`src/design/ogt_pkg.sv`:
```
// Package for the outer-product tile accumulator: shared types, codes and constants.
// No dependencies; every other design file imports it.
`timescale 1ns / 1ps

package ogt_pkg;

    localparam int LANES  = 4;
    localparam int QDEPTH = 2;

    localparam logic [63:0] DEFAULT_NAN = 64'h7FF8000000000000;
    localparam logic [63:0] ONE_BITS    = 64'h3FF0000000000000;

    // register select taken from paddr[3]
    localparam logic REG_ALPHA = 1'b0;
    localparam logic REG_GAMMA = 1'b1;

    typedef logic [63:0] fp_t;

    typedef struct packed {
        fp_t [LANES-1:0] a;
        fp_t [LANES-1:0] b;
        logic            first;
        logic            last;
        logic            scale;
    } slice_t;

    typedef enum logic [0:0] {
        FOP_MUL,
        FOP_ADD
    } fop_t;

    typedef struct packed {
        logic start;
        fop_t op;
        fp_t  x;
        fp_t  y;
    } fpu_req_t;

    typedef struct packed {
        logic done;
        fp_t  result;
    } fpu_rsp_t;

    typedef enum logic [2:0] {
        FPU_IDLE,
        FPU_MUL,
        FPU_ALIGN,
        FPU_SUM,
        FPU_NORM,
        FPU_ROUND
    } fpu_state_t;

    typedef enum logic [2:0] {
        SEQ_IDLE,
        SEQ_MUL,
        SEQ_ACC,
        SEQ_ROW,
        SEQ_SMUL,
        SEQ_SADD,
        SEQ_OUT
    } seq_state_t;

endpackage

```
`src/design/ogt_front.sv`:
```
// Front end: accepts k-slice transactions and queues them for the back end.
// Depends on ogt_pkg.
`timescale 1ns / 1ps

module ogt_front
    import ogt_pkg::*;
(
    input  logic   clk,
    input  logic   rst_n,
    input  logic   in_valid,
    output logic   in_ready,
    input  slice_t in_slice,
    output slice_t head,
    output logic   head_valid,
    input  logic   pop
);

    localparam int PTR_W = (QDEPTH > 1) ? $clog2(QDEPTH) : 1;
    localparam int CNT_W = $clog2(QDEPTH + 1);

    slice_t            mem_reg [QDEPTH];
    logic [PTR_W-1:0]  wptr_reg, rptr_reg;
    logic [CNT_W-1:0]  count_reg;
    logic              push;
    slice_t            entry;

    assign in_ready   = (count_reg != CNT_W'(QDEPTH));
    assign push       = in_valid && in_ready;
    assign head_valid = (count_reg != '0);
    assign head       = mem_reg[rptr_reg];

    // scaling only matters on the closing slice of a run
    always_comb
    begin
        entry       = in_slice;
        entry.scale = in_slice.scale & in_slice.last;
    end

    always_ff @(posedge clk or negedge rst_n)
    begin
        if (!rst_n)
        begin
            wptr_reg  <= '0;
            rptr_reg  <= '0;
            count_reg <= '0;
        end
        else
        begin
            if (push)
                wptr_reg <= (wptr_reg == PTR_W'(QDEPTH - 1)) ? '0 : wptr_reg + 1'b1;
            if (pop)
                rptr_reg <= (rptr_reg == PTR_W'(QDEPTH - 1)) ? '0 : rptr_reg + 1'b1;
            if (push && !pop)
                count_reg <= count_reg + 1'b1;
            else if (pop && !push)
                count_reg <= count_reg - 1'b1;
        end
    end

    always_ff @(posedge clk)
    begin
        if (push)
            mem_reg[wptr_reg] <= entry;
    end

`ifndef SYNTHESIS
    a_push_visible: assert property (@(posedge clk) disable iff (!rst_n)
        push |=> head_valid)
        else $error("queue empty right after a push");
`endif

endmodule

```
`config.mk`:
```
export PLATFORM = sky130hd
export DESIGN_NAME = ogt_front
export DESIGN_NICKNAME = d
export VERILOG_FILES = /design/src/design/ogt_pkg.sv /design/src/design/ogt_front.sv
export SDC_FILE = /design/constraint.sdc
export NUM_CORES = 1
export LEC_CHECK = 0
export BUFFER_PORTS_ARGS = -buffer_cell sky130_fd_sc_hd__buf_2
export CORE_AREA = 3 3 406 408
export CTS_BUF_LIST = sky130_fd_sc_hd__clkbuf_16
export DETAILED_ROUTE_END_ITERATION = 8
export DIE_AREA = 0 0 409 411
export PLACE_DENSITY = 0.42
export SYNTH_ARGS = -nofsm -noshare
export SYNTH_HDL_FRONTEND = slang
export SYNTH_SLANG_ARGS = --single-unit
```
`constraint.sdc`:
```
create_clock -name clk -period 57.4 [get_ports clk]
set_input_delay 0 -clock clk [delete_from_list [all_inputs] [get_ports clk]]
set_output_delay 0 -clock clk [all_outputs]
set_load 0.02 [all_outputs]
```
Word level (Yosys, flattened, before mapping). Memory sizes are Yosys's and may differ from the RTL's. Cells that the tools add are included.

Output and inout port bits: 517. Logic and storage cells: 23. Memory bits (writable): 1030. Flip-flop bits (word level): 4. Memories kept: 1.

Equality and inequality tests: 1. Reduce and logical (&&, ||, !) cells: 7. Mux-type cells: 6. $add $sub $neg: 4. Bitwise operators: 1.

Memory list: mem_reg (depth 2, bits a word 515, rd ports 1, clocked after memory_dff 0, write ports 1, RTL line ogt_front.sv:21) `slice_t mem_reg [QDEPTH];`.

Operators with widths (number): $mux W1 (4); $mux W2 (2); $reduce_bool A2 Y1 (2); $logic_and A1 B1 Y1 (3); $add A1 B1 Y1 const B (2); $add A2 B1 Y2 const B (1); $logic_not A1 Y1 (2); $ne A2 B2 Y1 const B (1); $sub A2 B1 Y2 const B (1); $and A1 B1 Y1 (1).

Depth between registers and ports, before layout.
Word-level depth: 6. Gate-level depth with buffers: 7. Mapped depth without buffers: 7.

Worst setup path after synthesis. OpenSTA, ideal clock, no wires.

Path type: register to register. Start point: reg count_reg[0]. End point: mem mem_reg[0][0] in the netlist's numbering, enable pin. Cell stages (with the launch flop): 4. Library setup time: 1.406 ns. Path buffers: 0. Path slack: 33.900 ns. Period minus slack after synthesis: 23.500 ns. Arrival time: 22.094 ns. Data required time: 55.994 ns. Cell sequence: dfrtp_1 nand2b_1 nand2_1 nor2_1.

Word-level cells in the longest chain between the ends: 4.

RTL lines: start, declared (RTL line ogt_front.sv:23) `logic [CNT_W-1:0] count_reg;`; start signal, assigned (RTL line ogt_front.sv:54) `count_reg <= count_reg + 1'b1;`; start signal, assigned (RTL line ogt_front.sv:56) `count_reg <= count_reg - 1'b1;`; $ne A2 B2 Y1 (RTL line ogt_front.sv:27) `assign in_ready = (count_reg != CNT_W'(QDEPTH));`; net in_ready (RTL line ogt_front.sv:11) `output logic in_ready,`; $logic_and A1 B1 Y1 (RTL line ogt_front.sv:28) `assign push = in_valid && in_ready;`; $mux W1 (RTL line ogt_front.sv:62) `if (push)`; $mux W1 (not written as such) (RTL line ogt_front.sv:63) `mem_reg[wptr_reg] <= entry;`; end, declared (RTL line ogt_front.sv:21).

The timed path passes the listed nets, and every way through them passes these cells.

==> flow_summary_export.csv <==
group,metric,value,unit
power_and_ir_drop,share_of_total_power_in_sequential_cells,40.7,%
placed_design,gp_routability_congestion,0.803,
power_and_ir_drop,pwr-share-clk,25.6,%
cells_and_area,largest_reg_flops,1030,
synthesis,yosys.area.top_type,"edfxtp_1",
power_and_ir_drop,power_density,46.2,mW/mm^2
placed_design,dp_cells,4795,
power_and_ir_drop,power.leakage,21.6,nW
setup_path,r2r_setup_slack,53.10,ns
setup_path,crit-reg2reg-launch,"count_reg[0]",
routing,route.vias.total,22862,
clock_network,numClockSinks,1034,
run,drv_cap,0,
cells_and_area,num-nets-final,4169,
synthesis,synth-seq-cells,1034,
floorplan,die_height,411,um
cells_and_area,final_common_cell,"buf_2",
timing,worst_slew_margin_rel,31.2,%
worst_hold_path,timing.hold.worst_endpoint,"mem_reg[0][349]",
routing,drt_first_pass_iters,5,
clock_network,cts.path.max_buffers,3,
timing,fmax,175,MHz
synthesis,netlist-cell-type-count,16,
timing,hold_viol,0,
synthesis,synth_warnings,0,
clock_network,post_cts_resized,0,
timing,unrepaired_setup_endpoints_after_global_routing,"no",
synthesis,post_synth_main_area_contributors,"edfxtp_1 83%, mux2_2 15%, buf_6 0.81%",
synthesis,syn_inst,1621,
timing,slew_violations,0,
global_route,grt_antenna_before_repair,15,
setup_path,crit_arrival,5.70,ns
global_route,global_route.usage.total,13.0,%
routing,avgViaCountPerCell,3.86,
synthesis,synth_area_per_cell,23.1,sq um
power_and_ir_drop,power_switching,907,uW
placed_design,io_buffer_count,1035,
outcome,outcome,"completed",
routing,wire_per_inst,19.3,um
worst_hold_path,hold_path_depth,2,
clock_network,ctsHtreeMaxLevel,3,
global_route,grt_first_pass_wirelength,163000,um
power_and_ir_drop,power_frac_comb,33.6,%
floorplan,pin_count,1036,
floorplan,dieArea,0.168,sq mm
setup_path,reg2reg_depth,6,
synthesis,yosys.area.top_type_share,82.7,%
setup_path,rr_endpoint,"mem_reg[0][260]",
global_route,use_met3,4.98,%
cells_and_area,drive_above_1_share,45.6,%
timing,finalSetupTns,0,ns
floorplan,core_area,0.162,sq mm
timing,skew,0.0499,ns
setup_path,worstSetupPathType,"register to output port",
global_route,overflow,0,
floorplan,core.rowCount,148,
global_route,vias_in_the_first_global_route,25094,
routing,final_antenna_net_count,0,
floorplan,effective_utilization_at_floorplan,23.1,%
setup_path,worstSetupEndpointType,"output port",
routing,drc_violation_total_after_the_first_tritonroute_iteration,1105,
timing,period_needed,5.70,ns
clock_network,tritoncts.num_buffers,114,
clock_network,clk_latency,0.73,ns
timing,setup-violations-final,0,
synthesis,synth_sequential_area_ratio,83.0,%
setup_path,startpoint_type,"register",
worst_hold_path,hp-start,"in_slice[349]",
placed_design,dp_hpwl,79500,um
clock_network,tritoncts,"done",
clock_network,worst_setup_hold_path_clk_slew,0.05,ns
global_route,grt_util_met2,22.9,%
routing,drc,0,
timing,finalCritPeriodShare,9.94,%
global_route,largest_net_degree_at_the_start_of_global_routing,131,
synthesis,netlist_area,0.0374,sq mm
cells_and_area,finalNonFillerCells,5928,
power_and_ir_drop,p_sw_share,34.0,%
setup_path,critical_path_peak_fanout,68,
global_route,grt.met1_usage,14.4,%
floorplan,dieWidth,409,um
worst_hold_path,worstHoldPathType,"input port to register",
cells_and_area,mostFrequentLayoutCells,"1035 x buf_2, 1030 x edfxtp_1, 913 x dlygate4sd3_1",
cells_and_area,area_growth,54.5,%
synthesis,synth_fp_nets,2141,
power_and_ir_drop,irDropWorstVdd,0.0000321,V
routing,totalWireLength,114000,um
setup_path,cp_data_required_time,57.40,ns
cells_and_area,final_core_utilization,35.7,%
timing,timing_worst_slew_pin_value,1.03,ns
clock_network,clk_root_buffer_cell,"clkbuf_16",
power_and_ir_drop,internal_power,1.76,mW
global_route,globalRoute.busiestLayer,"met2",
==> logic make-up after synthesis <==
kind of cell	Yosys count	share of synthesized area (%)
buffers and inverters	59	1.24
xor gates and xnor gates	5	0.117
muxes	515	15.5
adders and majority gates	1	0.0335
DFF	1034	83.0
and+or+nand+nor	7	0.0971
==> metrics by stage <==
stage / instance area (sq um) / hold WS [ns] / worst slack [ns] / total power, mW
floorplan: 37400 / -0.296 / 33.90 / 1.78
global placement: 45000 / -0.185 / 52.34 / 1.97
detailed placement: 45000 / -0.184 / 52.32 / 1.97
CTS: 57700 / 0.000670 / 51.51 / 2.72
global route: 57800 / 0.00146 / 51.36 / 2.80
finish: 57800 / 0.0766 / 51.70 / 2.67
==> power by group through the flow <==
stage | Clock [mW] | Sequential (mW) | Combinational, mW
after detailed placement | 0 | 1.10 | 0.864
after global routing | 0.741 | 1.10 | 0.957
after floorplan | 0 | 1.21 | 0.574
after CTS | 0.710 | 1.09 | 0.919
final | 0.685 | 1.09 | 0.898
after global placement | 0 | 1.11 | 0.866
==> per-layer routing <==
layer / part of all wire (%) / vias up
met5: 0.060 / -
met4: 3.1 / 10
met3: 8.2 / 207
met1: 38 / 11279
li1: - / 10601
met2: 50 / 765
==> synthesized netlist by cell type <==
cell type / count
buf_2: 30
edfxtp_1: 1030
mux2_2: 494
nor2_1: 2
dfrtp_1: 4
nand2b_1: 1
nand2_1: 1
mux2_1: 21
and3_1: 1
or2_2: 1
inv_1: 2
xnor2_1: 2
xor2_1: 3
ha_1: 1
buf_6: 27
and2_1: 1
==> worst max-delay path, cell delays in order, from the launching register on <==
cell and delay [ns]:
dfrtp_4 1.05, buf_4 0.83, buf_4 0.79, buf_4 0.80, buf_4 0.68, mux2_2 0.42
buf_2 0.16
==> repair_timing <==
action / CTS / global route
hold buffers: 911 / 2
setup buffers: 0 / 0
setup endpoints to repair: 0 / 0
endpoints found under the hold margin: 1101 / 4
==> final cells by class <==
type                    instances  area [sq um]
diodes                          9          22.5
clock buffers                 116          2900
clock inverters                95           662
fillers                     15726        104000
inverters                       2          7.51
multi-input cells             528          5900
flip-flops and latches       1034         31000
well taps                    2175          2720
repair buffers               1969         14500
==> worst max-delay path by stage <==
stage,slack [ns],from,end,cells after the start
floorplan,33.90,count_reg[0],mem_reg[0][0],3
finish,51.70,rptr_reg,head[320],6
global placement,52.34,rptr_reg,head[315],6
global route,51.36,rptr_reg,head[494],6
CTS,51.51,rptr_reg,head[315],6
detailed placement,52.32,rptr_reg,head[315],6
(Power assumes the default switching activity.)
