### config.mk
export PLATFORM = sky130hd
export DESIGN_NAME = ogt_back
export DESIGN_NICKNAME = d
export VERILOG_FILES = /design/src/design/ogt_pkg.sv /design/src/design/ogt_back.sv
export SDC_FILE = /design/constraint.sdc
export NUM_CORES = 2
export LEC_CHECK = 0
export BUFFER_PORTS_ARGS = -buffer_cell sky130_fd_sc_hd__buf_2
export CORE_MARGIN = 3
export CORE_UTILIZATION = 35
export DETAILED_ROUTE_END_ITERATION = 6
export PLACE_DENSITY_LB_ADDON = 0.2
export SYNTH_ARGS = -nofsm -noshare
export SYNTH_HDL_FRONTEND = slang
export SYNTH_SLANG_ARGS = --single-unit
### constraint.sdc
create_clock -name clk -period 7.4 [get_ports clk]
set_input_delay 2.22 -clock clk [delete_from_list [all_inputs] [get_ports clk]]
set_output_delay 2.22 -clock clk [all_outputs]
set_load 0.01 [all_outputs]
### src/design/ogt_pkg.sv
// Package for the outer-product tile accumulator: shared types, codes and constants.
// No dependencies; every other design file imports it.
`timescale 1ns / 1ps

package ogt_pkg;

    localparam int LANES  = 4;
    localparam int QDEPTH = 2;

    localparam logic [63:0] DEFAULT_NAN = 64'h7FF8000000000000;
    localparam logic [63:0] ONE_BITS    = 64'h3FF0000000000000;

    // register select taken from paddr[3]
    localparam logic REG_ALPHA = 1'b0;
    localparam logic REG_GAMMA = 1'b1;

    typedef logic [63:0] fp_t;

    typedef struct packed {
        fp_t [LANES-1:0] a;
        fp_t [LANES-1:0] b;
        logic            first;
        logic            last;
        logic            scale;
    } slice_t;

    typedef enum logic [0:0] {
        FOP_MUL,
        FOP_ADD
    } fop_t;

    typedef struct packed {
        logic start;
        fop_t op;
        fp_t  x;
        fp_t  y;
    } fpu_req_t;

    typedef struct packed {
        logic done;
        fp_t  result;
    } fpu_rsp_t;

    typedef enum logic [2:0] {
        FPU_IDLE,
        FPU_MUL,
        FPU_ALIGN,
        FPU_SUM,
        FPU_NORM,
        FPU_ROUND
    } fpu_state_t;

    typedef enum logic [2:0] {
        SEQ_IDLE,
        SEQ_MUL,
        SEQ_ACC,
        SEQ_ROW,
        SEQ_SMUL,
        SEQ_SADD,
        SEQ_OUT
    } seq_state_t;

endpackage

### src/design/ogt_back.sv
// Back end: sequences tile updates and row emission through the shared fp64 unit.
// Depends on ogt_pkg; drives ogt_fpu through a request/response struct pair.
`timescale 1ns / 1ps

module ogt_back
    import ogt_pkg::*;
#(
    parameter int TILE_ROWS = 4,
    parameter int TILE_COLS = 4
)
(
    input  logic            clk,
    input  logic            rst_n,
    input  slice_t          head,
    input  logic            head_valid,
    output logic            pop,
    input  fp_t             alpha,
    input  fp_t             gamma,
    output fpu_req_t        req,
    input  fpu_rsp_t        rsp,
    output logic            out_valid,
    input  logic            out_ready,
    output fp_t [LANES-1:0] c_row,
    output logic [1:0]      row_index,
    output logic            last_row
);

    seq_state_t  state_reg, state_next;
    logic [1:0]  r_reg, r_next, c_reg, c_next;
    logic        pend_reg, pend_next;
    fp_t         prod_reg, prod_next;
    fp_t         acc_reg [LANES*LANES];
    fp_t         row_reg [LANES];
    logic        acc_we, row_we;
    fp_t         row_wdata;
    logic [3:0]  idx;
    logic        last_c, last_r, col_used;

    assign idx      = {r_reg, c_reg};
    assign last_c   = (c_reg == 2'(TILE_COLS - 1));
    assign last_r   = (r_reg == 2'(TILE_ROWS - 1));
    assign col_used = ({1'b0, c_reg} < 3'(TILE_COLS));

    always_comb
    begin
        state_next = state_reg;
        r_next     = r_reg;
        c_next     = c_reg;
        pend_next  = pend_reg;
        prod_next  = prod_reg;
        acc_we     = 1'b0;
        row_we     = 1'b0;
        row_wdata  = '0;
        pop        = 1'b0;
        out_valid  = 1'b0;
        req.start  = 1'b0;
        req.op     = FOP_MUL;
        req.x      = '0;
        req.y      = '0;
        unique case (state_reg)
            SEQ_IDLE:
            begin
                r_next = '0;
                c_next = '0;
                if (head_valid)
                    state_next = SEQ_MUL;
            end
            SEQ_MUL:
            begin
                req.op    = FOP_MUL;
                req.x     = head.a[r_reg];
                req.y     = head.b[c_reg];
                req.start = !pend_reg;
                pend_next = 1'b1;
                if (rsp.done)
                begin
                    pend_next  = 1'b0;
                    prod_next  = rsp.result;
                    state_next = SEQ_ACC;
                end
            end
            SEQ_ACC:
            begin
                // a first slice adds onto a cleared tile
                req.op    = FOP_ADD;
                req.x     = head.first ? '0 : acc_reg[idx];
                req.y     = prod_reg;
                req.start = !pend_reg;
                pend_next = 1'b1;
                if (rsp.done)
                begin
                    pend_next = 1'b0;
                    acc_we    = 1'b1;
                    if (!last_c)
                    begin
                        c_next     = c_reg + 2'd1;
                        state_next = SEQ_MUL;
                    end
                    else
                    begin
                        c_next = '0;
                        if (!last_r)
                        begin
                            r_next     = r_reg + 2'd1;
                            state_next = SEQ_MUL;
                        end
                        else if (head.last)
                        begin
                            r_next     = '0;
                            state_next = SEQ_ROW;
                        end
                        else
                        begin
                            pop        = 1'b1;
                            state_next = SEQ_IDLE;
                        end
                    end
                end
            end
            SEQ_ROW:
            begin
                if (col_used && head.scale)
                    state_next = SEQ_SMUL;
                else
                begin
                    row_we    = 1'b1;
                    row_wdata = col_used ? acc_reg[idx] : '0;
                    c_next    = c_reg + 2'd1;
                    if (c_reg == 2'(LANES - 1))
                        state_next = SEQ_OUT;
                end
            end
            SEQ_SMUL:
            begin
                req.op    = FOP_MUL;
                req.x     = acc_reg[idx];
                req.y     = alpha;
                req.start = !pend_reg;
                pend_next = 1'b1;
                if (rsp.done)
                begin
                    pend_next  = 1'b0;
                    prod_next  = rsp.result;
                    state_next = SEQ_SADD;
                end
            end
            SEQ_SADD:
            begin
                req.op    = FOP_ADD;
                req.x     = prod_reg;
                req.y     = gamma;
                req.start = !pend_reg;
                pend_next = 1'b1;
                if (rsp.done)
                begin
                    pend_next  = 1'b0;
                    row_we     = 1'b1;
                    row_wdata  = rsp.result;
                    c_next     = c_reg + 2'd1;
                    state_next = (c_reg == 2'(LANES - 1)) ? SEQ_OUT : SEQ_ROW;
                end
            end
            SEQ_OUT:
            begin
                out_valid = 1'b1;
                c_next    = '0;
                if (out_ready)
                begin
                    if (last_r)
                    begin
                        pop        = 1'b1;
                        state_next = SEQ_IDLE;
                    end
                    else
                    begin
                        r_next     = r_reg + 2'd1;
                        state_next = SEQ_ROW;
                    end
                end
            end
            default:
            begin
                state_next = SEQ_IDLE;
            end
        endcase
    end

    always_ff @(posedge clk or negedge rst_n)
    begin
        if (!rst_n)
        begin
            state_reg <= SEQ_IDLE;
            r_reg     <= '0;
            c_reg     <= '0;
            pend_reg  <= 1'b0;
            for (int i = 0; i < LANES*LANES; i++)
                acc_reg[i] <= '0;
        end
        else
        begin
            state_reg <= state_next;
            r_reg     <= r_next;
            c_reg     <= c_next;
            pend_reg  <= pend_next;
            if (acc_we)
                acc_reg[idx] <= rsp.result;
        end
    end

    always_ff @(posedge clk)
    begin
        prod_reg <= prod_next;
        if (row_we)
            row_reg[c_reg] <= row_wdata;
    end

    always_comb
    begin
        for (int i = 0; i < LANES; i++)
            c_row[i] = row_reg[i];
    end

    assign row_index = r_reg;
    assign last_row  = last_r;

`ifndef SYNTHESIS
    a_pop_valid: assert property (@(posedge clk) disable iff (!rst_n)
        pop |-> head_valid)
        else $error("queue popped while empty");
    a_out_last: assert property (@(posedge clk) disable iff (!rst_n)
        out_valid |-> head_valid && head.last)
        else $error("row emitted for a slice that does not close a run");
`endif

endmodule
== After elaboration in Yosys (flattened, before gate mapping) ==
Memories as Yosys holds them, arrays and structs flattened.
Cells that the tools add are included.

* Output and inout bits: 391
* Logic and storage cells: 116
* Register bits: 1096
* Memories: 1
* Memory bits (writable): 256

{| class="wikitable"
|+ Memory list
! name !! words !! bits a word !! rd ports !! clocked after Yosys merged registers in !! write ports !! line !! text
|-
| row_reg || 4 || 64 || 4 || 0 || 1 || ogt_back.sv:33 || <nowiki>fp_t row_reg [LANES];</nowiki>
|}

* $add $sub $neg: 2
* Equal/unequal tests: 19
* Magnitude comparators: 4
* Reductions and logical operators: 12
* Multiplexer cells: 56
* Bitwise logic cells: 1

{| class="wikitable"
|+ Operators with widths
! cell !! count
|-
| bitwise mux 1024 bit || 1
|-
| one-hot mux 130 bit (4 select lines) || 1
|-
| two-way mux 64 bit || 8
|-
| binary-select mux 64 bit (select 2 bit) || 2
|-
| binary-select mux 64 bit (select 4 bit) || 1
|-
| demux 64 bit (select 4 bit) || 1
|-
| one-hot mux 64 bit (2 select lines) || 1
|-
| two-way mux 2 bit || 14
|-
| two-way mux 3 bit || 9
|-
| one-hot mux 3 bit (7 select lines) || 1
|-
| != test 2 bit (second input constant) || 9
|-
| two-way mux 1 bit || 13
|-
| == test 3 bit (second input constant) || 3
|-
| one-hot mux 2 bit (4 select lines) || 1
|-
| AND reduction 7 bit || 1
|-
| == test 3 x 2 -> 1 bit (second input constant) || 2
|-
| < comparator 2 x 3 -> 1 bit (second input constant) || 2
|-
| != test 3 bit (second input constant) || 2
|-
| one-hot mux 2 bit (3 select lines) || 1
|-
| AND reduction 6 bit || 1
|-
| >= comparator 5 bit (second input constant) || 1
|-
| < comparator 5 x 1 -> 1 bit (second input constant) || 1
|-
| inverter 4 -> 5 bit || 1
|-
| adder 2 x 1 -> 2 bit (second input constant) || 2
|-
| 12 further kinds || 15
|}

== Longest topological paths before layout ==
* Depth after elaboration: 6
* Gate-level depth with buffers: 11

== Worst setup path after synthesis ==
No wires, ideal clock.

* Path kind: input -> register
* Start: in rsp[64] (netlist bit)
* End: reg prod_reg[0], enable pin
* Arrival time: 6.851 ns
* Data required time: 6.822 ns
* Buffers on the path: 0
* Cell stages on the path: 1
* Library setup time: 0.578 ns
* Setup slack: -0.029 ns
* Path through: nor3b_1

* Word-level cells in the longest chain between the ends: 1

{| class="wikitable"
|+ RTL lines
! what !! line !! text
|-
| from (decl) || ogt_back.sv:20 || <nowiki>input fpu_rsp_t rsp,</nowiki>
|-
| AND reduction 2 bit (no source line) || -- ||
|-
| to (signal assigned) || ogt_back.sv:212 || <nowiki>prod_reg <= prod_next;</nowiki>
|-
| to (decl) || ogt_back.sv:31 || <nowiki>fp_t prod_reg, prod_next;</nowiki>
|}

Every way passes these cells.
A chain may end at the register's enable or synchronous reset.

==> results.cfg <==
[yosys]
yosysUniqueCellTypes = 49
synthArstFlopShare_pct = 76.3
yosysSeqAreaShare_pct = 55.1
synth_area_leaders = dfrtp_1 40%, edfxtp_1 15%, mux4_2 13%, mux2_1 9.5%, mux2_4 5.6%
synth_top_area_share_pct = 40.2
syn_area_um2 = 64300
synth.most_common_cell = dfrtp_1
ys_warn_count = 0
synth_edf_count = 320
syn_avg_cell_area_um2 = 16.6
netlist_top_cells_count = 1032 x dfrtp_1, 540 x mux2_1, 384 x mux4_2, 320 x edfxtp_1, 310 x mux2_2
ys_ff_latch = 1352
yosys.area.top_type = dfrtp_1
synth_nets = 4583
synth_ff_type = dfrtp_1
synthCells = 3863

[power_and_ir_drop]
p_clk_share_pct = 26.1
swShare_pct = 35.6
pwr-share-seq_pct = 36.6
power_density_nw_per_um2 = 385
p_sw_uw = 10600
irDropWorstVdd_uv = 231
intPower_uw = 19200
pwr-share-comb_pct = 37.3
cellLeakagePower_uw = 0.0363

[critical_path]
cp_cell_sequence = buf_2 > or3b_1 > a21oi_1 > nand2_4 > buf_4 > o221ai_1 > buf_2
crit_end = req[98]
crit_top_cell = buf_2
cp-end-kind = output port
cpMaxStageDelayCell = nand2_4
critPathBufInv = 3
ff2ff_path_depth = 5
critPathLaunch = head[2]
path_delay_family = simple AND/OR/NAND/NOR gates
r2r_slack_ns = 2.93
reg2reg_to = row_reg[0][47]
cp.depth = 7
arrival_ns = 4.49
critPathLaunchType = input port
critPathMaxStageDelay_ns = 0.54
critical_path_required_ns = 5.18
worstSetupPathType = in -> out
worstReg2RegStart = c_reg[1]
crit_fanout = 35

[floorplanning]
die_h_um = 435
core_area_um2 = 182000
die_x_um = 435
start_util_pct = 35.4
num_io_pins = 1103
die_area_um2 = 189000
rows = 156

[grt]
grt_pass1_wl_mm = 361
grt_pass1_vias = 42283
overflow = 0
grt_use_total_pct = 27.8
grt_antenna_before_repair = 68
grt_max_degree = 171

[final_layout]
final_nets = 5590
drive_above_1_share_pct = 48.2
largest_register_ffs = 1024
fillers = 16521
area_delta_synth_final_pct = 20.3
fin_area_um2 = 77400

[drt]
avgViaCountPerCell = 5.65
wire_per_inst_um = 35.7
num_vias = 42264
drtIter0Drc = 4317
drc = 0
wl_mm = 267
ant_nets = 0
first_pass_iters = 6

[sta]
setup_viol = 0
rsz0062_at_grt = false
tns_ns = 0
finalMaxSlewViolations = 0
tightest_slew_ns = 1.36
fin_skew_ns = 0.0284
post-route-period-util_pct = 90.7
relSlewSlack_pct = 9.11
final_hold_viol_count = 0
fmax_mhz = 149
min_period_ns = 6.71

[placement]
gp_congestion = 0.944
placed_area_um2 = 72200
port_buffers = 1102
dpl.hpwl_mm = 189

[cts]
clkLatencyLatePin_ns = 0.79
cts_hold_buffers = 0
post-cts-setup-buffers = 0
cts.clk_slew.worst_paths_ns = 0.06
clock-sinks = 1352
ctsResizeCount = 0
cts_max_level = 4
cts.path.max_buffers = 3
cts_made_buffers = 154
cts-root-buf = clkbuf_16
cts_tree = done

[run_status]
outcome = completed

[run]
drv_cap = 0

[min_path]
hold_class = reg -> reg
## logic make-up after synthesis
kind of cell	Yosys count	synth area share (%)
flops	1352	55.1
buf+inv	362	2.94
compound gates	279	3.36
fa+ha+maj	8	0.156
mux	1669	37.0
simple gates	191	1.45
xor+xnor	2	0.0272
## metrics by stage
stage	instances	setup WS (ns)	total power (uW)	util, %	hold WS, ns
floorplan	3863	1.77	17500	-	0.451
global placement	7163	0.685	22000	39.7	0.468
detailed placement	7163	0.693	22200	39.7	0.475
CTS	7449	0.686	30000	42.5	0.489
global route	7466	0.556	31100	42.6	0.492
finish	7484	0.690	29800	42.6	0.485
## power by group through the flow
stage / clock network (uW) / logic (uW) / registers, uW
5_1_grt: 8240 / 11700 / 11100
4_1_cts: 7940 / 11100 / 10900
3_5_place_dp: 0 / 11100 / 11000
2_1_floorplan: 0 / 6970 / 10500
3_3_place_gp: 0 / 11000 / 11000
6_report: 7770 / 11100 / 10900
## worst register-to-register path, stage by stage, from the launching register on
cell and delay (ns):
dfrtp_4 0.67, inv_8 0.72, buf_4 0.57, ha_1 0.50
and2_4 0.92, buf_4 0.68
## layer usage
metal  global-route usage (%)  vias up  share of wire, %
li1                         -    17095                 -
met3                     7.18      344               8.5
met1                     38.2    22984                42
met5                    0.666        -             0.059
met4                     8.80       26               3.3
met2                     42.9     1815                46
## final cells by class
| type | instances | area [um^2] | share of cell area [%] |
|---|---|---|---|
| multi-input combinational | 2149 | 27100 | 35.0 |
| inverter | 6 | 30.0 | 0.0388 |
| tap | 2449 | 3060 | 3.96 |
| clock inverter | 61 | 528 | 0.682 |
| antenna | 35 | 87.6 | 0.113 |
| sequential | 1352 | 35500 | 45.8 |
| timing repair buffer | 1207 | 6530 | 8.43 |
| clock buffer | 225 | 4590 | 5.93 |
## worst min path at each step
stage	startpoint	endpoint	slack, ns	cells after the start
floorplan	pend_reg	pend_reg	0.45	2
global placement	acc_reg[594]	acc_reg[594]	0.47	1
detailed placement	acc_reg[737]	acc_reg[737]	0.48	1
CTS	acc_reg[737]	acc_reg[737]	0.49	1
global route	acc_reg[764]	acc_reg[764]	0.49	1
finish	acc_reg[738]	acc_reg[738]	0.49	1
## placed cells by master, fill, tap and decap left out, drive strengths merged, types with 35 or more instances in the layout
cell type | Yosys | final
mux2 | 1090 | 1090
nand2 | 150 | 150
buf | 206 | 1207
clkbuf | 150 | 225
clkinv | 0 | 42
dfrtp | 1032 | 1032
edfxtp | 320 | 320
mux4 | 384 | 384
a22oi | 64 | 64
mux2i | 195 | 195
diode | 0 | 35
o221ai | 128 | 128
o22ai | 66 | 66
Power figures use the tool's default switching activity.
